**src/rtl/bcfs_pkg.sv**
```systemverilog
// Shared types and constants of the bitmap first-fit free-run search block.
package bcfs_pkg;

  // Fixed field widths of the command and result beats.
  localparam int CMD_W   = 2;
  localparam int RUN_W   = 9;
  localparam int SLOT_W  = 8;
  localparam int START_W = 9;

  // Number of bitmap slots held by one cell of the search chain.
  localparam int CELL_BITS = 8;

  // Command codes; the fourth code has no meaning and does nothing.
  typedef enum logic [CMD_W-1:0] {
    CMD_FIND = 2'd0,
    CMD_USE  = 2'd1,
    CMD_FREE = 2'd2
  } cmd_t;

  // Controller states.
  typedef enum logic [1:0] {
    ST_IDLE,
    ST_SCAN,
    ST_RESULT
  } state_t;

  // Search token handed from cell to cell.
  typedef struct packed {
    logic             active;
    logic             hit;
    logic [RUN_W-1:0] run;
  } tok_t;

  // Slot write broadcast to every cell.
  typedef struct packed {
    logic              en;
    logic              set;
    logic [SLOT_W-1:0] slot;
  } wr_t;

endpackage

```
**src/rtl/bcfs_cell.sv**
```systemverilog
// One cell of the search chain: a group of bitmap slots and one token stage.
module bcfs_cell
  import bcfs_pkg::*;
#(
  parameter int SLOTS = 256,
  parameter int IDX   = 0,
  parameter int IW    = 9
) (
  input  logic             clk,
  input  logic             rst_n,
  input  wr_t              wr,
  input  logic [RUN_W-1:0] want,
  input  tok_t             tok_i,
  input  logic [IW-1:0]    cand_i,
  output tok_t             tok_o,
  output logic [IW-1:0]    cand_o
);

  logic [CELL_BITS-1:0] bits_r;
  logic [CELL_BITS-1:0] bits_nxt;
  tok_t                 tok_r;
  tok_t                 tok_nxt;
  logic [IW-1:0]        cand_r;
  logic [IW-1:0]        cand_nxt;

  // Apply a mark command to the slot of this cell that it addresses.
  always_comb begin
    bits_nxt = bits_r;
    for (int b = 0; b < CELL_BITS; b++) begin
      if (wr.en && (IDX * CELL_BITS + b < SLOTS) &&
          (int'(wr.slot) == IDX * CELL_BITS + b)) begin
        bits_nxt[b] = wr.set;
      end
    end
  end

  // Extend the running free count over this cell's slots; slots past the
  // end of the map count as used. The candidate start freezes on a hit.
  always_comb begin
    tok_nxt  = tok_i;
    cand_nxt = cand_i;
    for (int b = 0; b < CELL_BITS; b++) begin
      if (!tok_nxt.hit) begin
        if ((IDX * CELL_BITS + b >= SLOTS) || bits_r[b]) begin
          tok_nxt.run = '0;
          cand_nxt    = IW'(IDX * CELL_BITS + b + 1);
        end else begin
          tok_nxt.run = tok_nxt.run + RUN_W'(1);
          if (tok_nxt.run == want) begin
            tok_nxt.hit = 1'b1;
          end
        end
      end
    end
  end

  // The map and the token valid bit are reset; the token payload is not.
  always_ff @(posedge clk) begin
    tok_r.hit <= tok_nxt.hit;
    tok_r.run <= tok_nxt.run;
    cand_r    <= cand_nxt;
    if (!rst_n) begin
      bits_r       <= '0;
      tok_r.active <= 1'b0;
    end else begin
      bits_r       <= bits_nxt;
      tok_r.active <= tok_nxt.active;
    end
  end

  assign tok_o  = tok_r;
  assign cand_o = cand_r;

endmodule

```
**config.mk**
```make
export PLATFORM = sky130hd
export DESIGN_NAME = bcfs_cell
export DESIGN_NICKNAME = d
export VERILOG_FILES = /design/src/rtl/bcfs_pkg.sv /design/src/rtl/bcfs_cell.sv
export SDC_FILE = /design/constraint.sdc
export NUM_CORES = 1
export LEC_CHECK = 0
export BUFFER_PORTS_ARGS = -buffer_cell sky130_fd_sc_hd__buf_2
export CORE_UTILIZATION = 63
export DETAILED_ROUTE_END_ITERATION = 12
export PLACE_DENSITY = 0.91
export SKIP_LAST_GASP = 1
export SLEW_MARGIN = 20
export SYNTH_ARGS = -nofsm -noshare
export SYNTH_HDL_FRONTEND = slang
export SYNTH_SLANG_ARGS = --single-unit
export TNS_END_PERCENT = 5
```
**constraint.sdc**
```tcl
create_clock -name clk -period 10.9 [get_ports clk]
set_input_delay 1.09 -clock clk [delete_from_list [all_inputs] [get_ports clk]]
set_output_delay 1.09 -clock clk [all_outputs]
set_load 0.03 [all_outputs]
```
==> impl_metrics.toml <==
[run_status]
status = "complete, no violations"

[floorplanning]
die_x_microns = 108
die_area_sq_mm = 0.0117
core-area_sq_mm = 0.0109
die_y_microns = 108
pin_count = 61
rows = 38
start_util = 0.651

[worst_setup_path]
r2r-start = "bits_r[0]$_SDFFE_PN0P_"
cp-endpoint = "tok_o[9]$_SDFF_PP1_"
critical_path_class = "in2reg"
cp_slowest_stage_delay_ns = 0.65
cp.depth = 32
crit_buf_inv = 1
startpoint = "tok_i[0]"
cp_top_family = "simple AND/OR/NAND/NOR gates"
end_kind = "flip-flop"
path_common_cell = "ha_1"
r2r_slack_ns = 1.66
cp.required_ns = 11.06
r2r-end = "tok_o[9]$_SDFF_PP1_"
ff2ff_path_depth = 29
critPathMaxFanout = 17
worst_path_max_delay_cell = "or4_1"
crit_arrival_ns = 10.39
cp-start-kind = "primary input"

[power]
peakVddDrop_v = 0.000132
total_power_w = 0.000784
power_leakage_nw = 2.72
cellPowerDensity_mw_per_mm2 = 104

[synthesis]
yosys.area.top_type = "dfxtp_1"
syn_avg_cell_area_sq_um = 7.24
synth_ff_type = "dfxtp_1"
yosys_warnings = 0
ys_seq_elements = 28
syn_nets = 1032
syn_area_sq_mm = 0.00712
postSynthCellCount = 984
synth-async-reset-ratio = 0
ys_seq_area_frac = 0.0787
synth_cell_types = 125
synth_edf_count = 0
yosysTopAreaCellShare = 0.0787
synth_area_leaders = "dfxtp_1 (7.9%), xnor2_1 (6.0%), nor2_1 (4.3%)"

[final_layout]
num-fill-cells = 915
drive_gt1_frac = 0.177
layout_common_cells = "nor2_1 (82), nand2_1 (69), buf_2 (60)"
fin_util = 0.691
layout.nets = 1054
syn2layout_area_growth_pct = 6.04
diodes = 0
design_area_sq_mm = 0.00755
layout_commonest_cell = "nor2_1"

[timing]
holdWs_ns = 0.690
fin_crit_sh = 0.939
rsz0062_at_grt = "false"
worst_pin_slew_ns = 1.10
fmax_mhz = 97.8
setup_viol = 0
tns_ns = 0
slew_violations = 0
hold_viol = 0
finClkSkew_ns = 0.00406
fin_crit_ns = 10.23
maxSlewHeadroom = 0.260

[grt]
track_usage = 0.415
antenna_found_initial = 0
grt_max_degree = 28
overflow = 0
grt_pass1_wl_microns = 39200
grt_pass1_vias = 7758

[placement]
portBuffers = 60
dp_hpwl_microns = 18100
postPlaceCellArea_sq_mm = 0.00742
place.gp.congestion = 1.00

[clocking]
cts-buffers-inserted = 3
ctsHtreeMaxLevel = 1
cts_tree = "built"
postCtsSetupRepairBufs = 0
hold_buffers = 0
cts_root_buf = "clkbuf_16"
cts.reportedPaths.clkPinSlew_ns = 0.07
cts_buffer_depth = 2
clk_latency_ns = 0.27
cts_sinks = 28

[job]
drv_cap = 0

[route]
totalWireLength_microns = 24100
final_antenna_net_count = 0
firstDrtPassIters = 6
vias_per_cell = 7.41
wl_per_cell_microns = 21.1
drt_iter0_drc = 1178
vias = 8488
drc_errors = 0

[min_path]
hold_path_class = "reg2reg"
## flip-flops by register name, summed over array words and instances, names as in the netlist
register,cells
bits_r,8
cand_o,9
tok_o,11
## worst min-delay path by stage
stage                              endpoint  depth (start not counted)  slack [ns]                    from
after floorplan           cand_o[3]$_DFF_P_                          2        0.53  bits_r[7]$_SDFFE_PN0P_
after global placement     tok_o[3]$_DFF_P_                          1        0.67  bits_r[7]$_SDFFE_PN0P_
after detailed placement   tok_o[3]$_DFF_P_                          1        0.66  bits_r[7]$_SDFFE_PN0P_
after CTS                  tok_o[3]$_DFF_P_                          1        0.68  bits_r[7]$_SDFFE_PN0P_
after global routing       tok_o[3]$_DFF_P_                          1        0.78  bits_r[7]$_SDFFE_PN0P_
final                      tok_o[3]$_DFF_P_                          1        0.69  bits_r[7]$_SDFFE_PN0P_
## cells by family after synthesis
group / after synthesis / synth area share
mux: 46 / 0.0701
xor+xnor: 69 / 0.0920
simple gates: 450 / 0.351
buf+inv: 87 / 0.0604
fa+ha+maj: 7 / 0.0123
compound gates: 297 / 0.335
flops: 28 / 0.0787
## Yosys cell counts (16+ instances only)
master / n
nor3_1: 55
dfxtp_1: 28
nand4_1: 20
o21ai_0: 32
buf_2: 16
a21oi_1: 50
clkbuf_1: 30
nor2b_1: 21
nor4_1: 22
nand2_1: 69
o211ai_1: 20
nor2_1: 82
and3_1: 25
and2_1: 17
mux2i_1: 27
xnor2_1: 49
nand3_1: 42
## per-layer routing
metal	global-route usage	up-vias	wire, microns
met2	0.630	642	10300
met1	0.570	3871	9660
li1	-	3863	-
met3	0.0766	112	3130
met5	0	-	0
met4	0.177	0	1040
## final cells by class
class                           count  area, sq um  share of cell area
Timing Repair Buffer               82          465              0.0616
Clock buffer                        4         88.8              0.0118
Tap cell                          140          175              0.0232
Inverter                           22         82.6              0.0109
Multi-Input combinational cell    869         6180               0.818
Sequential cell                    28          561              0.0742
## through the flow
stage | std cells | setup WS [ns]
after CTS | 1145 | 0.208
after global routing | 1145 | 0.0907
after floorplan | 984 | 1.24
final | 1145 | 0.670
after detailed placement | 1141 | -0.0146
after global placement | 1141 | 0.0504
## what timing repair did
action / 4_1_cts / 5_1_grt
gates resized for setup: 0 / 8
endpoints found under the setup margin: 0 / 19
endpoints found under the hold margin: 0 / 0
## power by group
part	leakage (nW)	internal (W)	switching [W]
clock network	0.0442	0.0000563	0.0000354
logic	2.44	0.000209	0.000365
registers	0.232	0.000115	0.00000283
## worst reg2reg max path: cells and delay by family (launching register included)
family / cells / cell delay (ns)
fa+ha+maj: 3 / 0.98
compound gates: 9 / 2.35
flops: 1 / 0.71
mux: 3 / 1.11
simple gates: 14 / 3.97
Note: power is estimated with default switching activity, not from simulation.
