<file path="config.mk">
export PLATFORM = sky130hd
export DESIGN_NAME = bcfs_ctrl
export DESIGN_NICKNAME = d
export VERILOG_FILES = /design/src/rtl/bcfs_pkg.sv /design/src/rtl/bcfs_ctrl.sv
export SDC_FILE = /design/constraint.sdc
export NUM_CORES = 1
export LEC_CHECK = 0
export BUFFER_PORTS_ARGS = -buffer_cell sky130_fd_sc_hd__buf_4
export CAP_MARGIN = 25
export CELL_PAD_IN_SITES_DETAIL_PLACEMENT = 2
export CELL_PAD_IN_SITES_GLOBAL_PLACEMENT = 2
export CORE_MARGIN = 5
export CORE_UTILIZATION = 26
export DETAILED_ROUTE_END_ITERATION = 8
export GPL_ROUTABILITY_DRIVEN = 0
export PLACE_DENSITY_LB_ADDON = 0.1
export SETUP_SLACK_MARGIN = 0.02
export SLEW_MARGIN = 10
export SYNTH_ARGS = -nofsm -noshare
export SYNTH_HDL_FRONTEND = slang
export SYNTH_SLANG_ARGS = --single-unit
</file>
<file path="constraint.sdc">
create_clock -name clk -period 2.1 [get_ports clk]
set_input_delay 0.21 -clock clk [delete_from_list [all_inputs] [get_ports clk]]
set_output_delay 0.21 -clock clk [all_outputs]
set_load 0.03 [all_outputs]
</file>
<file path="src/rtl/bcfs_pkg.sv">
// Shared types and constants of the bitmap first-fit free-run search block.
package bcfs_pkg;

  // Fixed field widths of the command and result beats.
  localparam int CMD_W   = 2;
  localparam int RUN_W   = 9;
  localparam int SLOT_W  = 8;
  localparam int START_W = 9;

  // Number of bitmap slots held by one cell of the search chain.
  localparam int CELL_BITS = 8;

  // Command codes; the fourth code has no meaning and does nothing.
  typedef enum logic [CMD_W-1:0] {
    CMD_FIND = 2'd0,
    CMD_USE  = 2'd1,
    CMD_FREE = 2'd2
  } cmd_t;

  // Controller states.
  typedef enum logic [1:0] {
    ST_IDLE,
    ST_SCAN,
    ST_RESULT
  } state_t;

  // Search token handed from cell to cell.
  typedef struct packed {
    logic             active;
    logic             hit;
    logic [RUN_W-1:0] run;
  } tok_t;

  // Slot write broadcast to every cell.
  typedef struct packed {
    logic              en;
    logic              set;
    logic [SLOT_W-1:0] slot;
  } wr_t;

endpackage

</file>
<file path="src/rtl/bcfs_ctrl.sv">
// Command sequencer: takes command beats, drives the chain and the result register.
module bcfs_ctrl
  import bcfs_pkg::*;
#(
  parameter int SLOTS = 256,
  parameter int IW    = 9
) (
  input  logic               clk,
  input  logic               rst_n,
  input  logic               in_valid,
  output logic               in_stall,
  input  logic [CMD_W-1:0]   in_cmd,
  input  logic [RUN_W-1:0]   in_run_length,
  input  logic [SLOT_W-1:0]  in_slot,
  output logic               out_valid,
  input  logic               out_stall,
  output logic [START_W-1:0] out_start_index,
  output logic               out_found,
  output tok_t               launch,
  output logic [RUN_W-1:0]   want,
  output wr_t                wr,
  input  tok_t               tok_end,
  input  logic [IW-1:0]      cand_end
);

  state_t               state_r;
  state_t               state_nxt;
  logic [RUN_W-1:0]     want_r;
  logic [RUN_W-1:0]     want_nxt;
  logic [IW-1:0]        res_start_r;
  logic [IW-1:0]        res_start_nxt;
  logic                 res_found_r;
  logic                 res_found_nxt;
  logic                 out_valid_r;
  logic                 out_valid_nxt;
  logic [START_W-1:0]   out_start_r;
  logic [START_W-1:0]   out_start_nxt;
  logic                 out_found_r;
  logic                 out_found_nxt;
  logic                 accept;

  assign accept = in_valid && (state_r == ST_IDLE);

  // Next state, chain launch, slot writes and result handling.
  always_comb begin
    state_nxt     = state_r;
    want_nxt      = want_r;
    res_start_nxt = res_start_r;
    res_found_nxt = res_found_r;
    out_valid_nxt = out_valid_r && out_stall;
    out_start_nxt = out_start_r;
    out_found_nxt = out_found_r;
    launch        = '0;
    wr.en         = 1'b0;
    wr.set        = 1'b0;
    wr.slot       = in_slot;
    unique case (state_r)
      ST_IDLE: begin
        if (accept) begin
          res_start_nxt = IW'(SLOTS);
          res_found_nxt = 1'b0;
          state_nxt     = ST_RESULT;
          case (in_cmd)
            CMD_FIND: begin
              if (in_run_length != '0) begin
                launch.active = 1'b1;
                want_nxt      = in_run_length;
                state_nxt     = ST_SCAN;
              end
            end
            CMD_USE: begin
              wr.en  = 1'b1;
              wr.set = 1'b1;
            end
            CMD_FREE: begin
              wr.en  = 1'b1;
              wr.set = 1'b0;
            end
            default: begin
            end
          endcase
        end
      end
      ST_SCAN: begin
        // The token leaving the last cell carries the verdict.
        if (tok_end.active) begin
          res_start_nxt = tok_end.hit ? cand_end : IW'(SLOTS);
          res_found_nxt = tok_end.hit;
          state_nxt     = ST_RESULT;
        end
      end
      ST_RESULT: begin
        if (!out_valid_r || !out_stall) begin
          out_valid_nxt = 1'b1;
          out_start_nxt = START_W'(res_start_r);
          out_found_nxt = res_found_r;
          state_nxt     = ST_IDLE;
        end
      end
      default: begin
        state_nxt = ST_IDLE;
      end
    endcase
  end

  always_ff @(posedge clk) begin
    if (!rst_n) begin
      state_r     <= ST_IDLE;
      out_valid_r <= 1'b0;
    end else begin
      state_r     <= state_nxt;
      out_valid_r <= out_valid_nxt;
    end
  end

  always_ff @(posedge clk) begin
    want_r      <= want_nxt;
    res_start_r <= res_start_nxt;
    res_found_r <= res_found_nxt;
    out_start_r <= out_start_nxt;
    out_found_r <= out_found_nxt;
  end

  // The first cell works on the launch cycle, before the length is registered.
  assign want            = launch.active ? in_run_length : want_r;
  assign in_stall        = (state_r != ST_IDLE);
  assign out_valid       = out_valid_r;
  assign out_start_index = out_start_r;
  assign out_found       = out_found_r;

endmodule
</file>
==> impl_metrics.yaml <==
run_status:
  outcome: "complete, no violations"
logic_synthesis:
  synth_edf_count: 29
  synth-compound-area-share_pct: 7.01
  synthXorXnorAreaFrac_pct: 0
  synth.largest_area_cell: "edfxtp_1"
  synth.distinct_cells: 29
  yosys.area_share.simple_pct: 10.2
  avgSynthCellArea_um2: 14.6
  synthAdderAreaFrac_pct: 1.75
  synth_common_cells: "edfxtp_1 (29), buf_4 (18), and2_1 (8), a22o_1 (5)"
  yosysMostFrequentCell: "edfxtp_1"
  synth_top_area_share_pct: 60.9
  synthMuxAreaShare_pct: 3.85
  netlist_top_cells_area: "edfxtp_1 (61%), buf_4 (9.5%), dfxtp_1 (4.2%)"
  synth_ff_type: "edfxtp_1"
  synth_cells: 98
  synth_top_family_by_area: "buffers and inverters"
  synth-warning-count: 0
  synthArstFlopShare_pct: 0
  ys_seq_elements: 32
  seq_area_frac_synth_pct: 65.1
  synth_area_um2: 1430
cts:
  cts.sinks: 32
  root_buffer: "clkbuf_8"
  h-tree-depth: 2
  cts_tree: "done"
  clock_latency_ns: 0.28
  cts_max_path_buffers: 2
  clk_pin_slew_worst_paths_ns: 0.07
  cts_buffers: 5
critical_path:
  reg2reg_slack_ns: 0.33
  crit_fanout: 3
  required_ns: 1.89
  worstSetupPathType: "input pin to primary output"
  cp-start-kind: "input pin"
  crit_arrival_ns: 1.80
  endpoint_kind: "primary output"
floorplan:
  die_h_um: 84.1
  die_w_um: 84.1
  rows: 27
  initial_core_util_pct: 26.3
  coreArea_um2: 5440
  dieArea_um2: 7080
  ios: 85
sta:
  fmax_mhz: 499
  final.setup.worst_slack_ns: 0.0946
  tightest_slew_ns: 0.881
  setup_tns_ns: 0
  period_share_pct: 95.5
  fin_crit_ns: 2.01
  slew_violations: 0
  rsz0062_at_grt: "false"
  finalSetupViolations: 0
  max_slew_margin_pct: 41.1
  finalClockSkew_ns: 0.00165
  hold_viol_final: 0
cells_and_area:
  n_antenna_cell: 0
  area.growth.synth_to_final_pct: 34.9
  drive_above_1_share_pct: 47.0
  nFillCells: 587
  num-nets-final: 193
global_route:
  grt_pass1_wl_mm: 5.92
  grtUsageTotal_pct: 10.6
  grt_start_max_net_pins: 11
  grt-ovfl-total: 0
  grt_pass1_vias: 1092
  antenna_found_initial: 0
worst_hold_path:
  hold_path.class: "input pin to flip-flop"
detailed_routing:
  wl_per_cell_um: 16.6
  final_antenna_net_count: 0
  viasPerCell: 4.14
  vias: 914
  drt-initial-drc-count: 21
  route.detailed.drc: 0
  drt-total-wl_mm: 3.68
  drtPass1Iterations: 4
power_and_ir_drop:
  p_leak_nw: 0.823
  p_per_area_nw_per_um2: 814
  peakVddDrop_v: 0.000243
job:
  drv_cap: 0
placement:
  hpwl_mm: 2.98
  portBuffers: 49
  dp_slack_ns: 0.0856
-- final cells by class --
class	instances	area (um2)	area share, %
inverter	5	18.8	0.973
sequential	32	931	48.3
tap	72	90.1	4.67
clock inverter	2	33.8	1.75
multi-input combinational	50	367	19.0
clock buffer	6	82.6	4.28
timing repair buffer	54	405	21.0
-- repair_timing --
action | CTS | global route
endpoints found under the setup margin | 4 | 5
resized for setup | 1 | 0
pin swaps | 0 | 1
hold buffers | 0 | 0
setup buffers | 0 | 1
-- registers in the layout (all words and copies together) (netlist names) --
register	flops
res_found_r	1
out_valid	1
want_r	9
out_found	1
state_r	2
res_start_r	9
out_start_index	9
-- metrics by stage --
step | hold slack (ns) | total power, mW | instance area, um2 | cells | util [%]
3_3_place_gp | 0.403 | 0.972 | 1800 | 212 | 33.1
3_5_place_dp | 0.410 | 0.982 | 1800 | 212 | 33.1
4_1_cts | 0.112 | 1.60 | 1920 | 220 | 35.3
6_report | 0.121 | 1.57 | 1930 | 221 | 35.4
5_1_grt | 0.101 | 1.64 | 1930 | 221 | 35.4
2_1_floorplan | 0.309 | 0.918 | 1460 | 107 | -
-- per-layer routing --
layer	up-vias	track usage, %	share of wire [%]
met5	-	0	0
met4	0	2.63	0.92
met3	7	5.59	9.4
met2	39	20.2	57
met1	445	9.80	33
li1	423	-	-
-- worst paths after layout --
path	start	end	cells after the start
setup / recovery	in_run_length[5]	want[4]	6
hold reg to reg	res_start_r[5]	out_start_index[5]	0
setup reg to reg	state_r[1]	want_r[6]	5
hold / removal	in_run_length[4]	want_r[4]	1
-- kinds of logic (layout without fill, tap and decap cells) --
kind of cell / Yosys count / count (layout)
AOI/OAI and AO/OA: 11 / 11
adders and majority gates: 2 / 2
buffers and inverters: 25 / 67
DFF: 32 / 32
muxes: 5 / 5
other: 1 / 10
and+or+nand+nor: 22 / 22
-- critical path, cell delays in order --
cell	delay (ns)
buf_4	0.12
or4_4	0.55
o31ai_4	0.25
buf_4	0.17
mux2_2	0.33
buf_4	0.17
-- layout by cell type (no fill, tap or decap) --
| master | netlist | routed |
|---|---|---|
| mux2i_1 | 1 | 1 |
| clkbuf_8 | 0 | 6 |
| a21oi_1 | 1 | 1 |
| buf_4 | 18 | 54 |
| conb_1 | 1 | 10 |
| nor2_1 | 2 | 2 |
| a22o_1 | 5 | 5 |
| o22ai_1 | 1 | 1 |
| inv_2 | 1 | 1 |
| and3b_1 | 1 | 1 |
| nand2b_1 | 2 | 2 |
| edfxtp_1 | 29 | 29 |
| o311ai_0 | 1 | 1 |
| dfxtp_1 | 3 | 3 |
| and2_1 | 8 | 8 |
| mux2_2 | 4 | 4 |
| clkinv_1 | 0 | 1 |
| o31ai_4 | 1 | 1 |
| or3_1 | 1 | 1 |
| nand2_1 | 1 | 1 |
| and3_1 | 3 | 3 |
| bufinv_16 | 0 | 1 |
| o21a_1 | 1 | 1 |
| or4_4 | 1 | 1 |
| inv_1 | 4 | 4 |
| ha_1 | 2 | 2 |
| and4bb_4 | 0 | 1 |
| nor3b_1 | 1 | 1 |
| a21boi_0 | 1 | 1 |
| or2_2 | 1 | 1 |
-- report_power, final --
part / internal, mW / switching (mW)
Clock: 0.382 / 0.222
Combinational: 0.0873 / 0.136
Sequential: 0.730 / 0.0123
Total: 1.20 / 0.370
(Power assumes the default switching activity.)
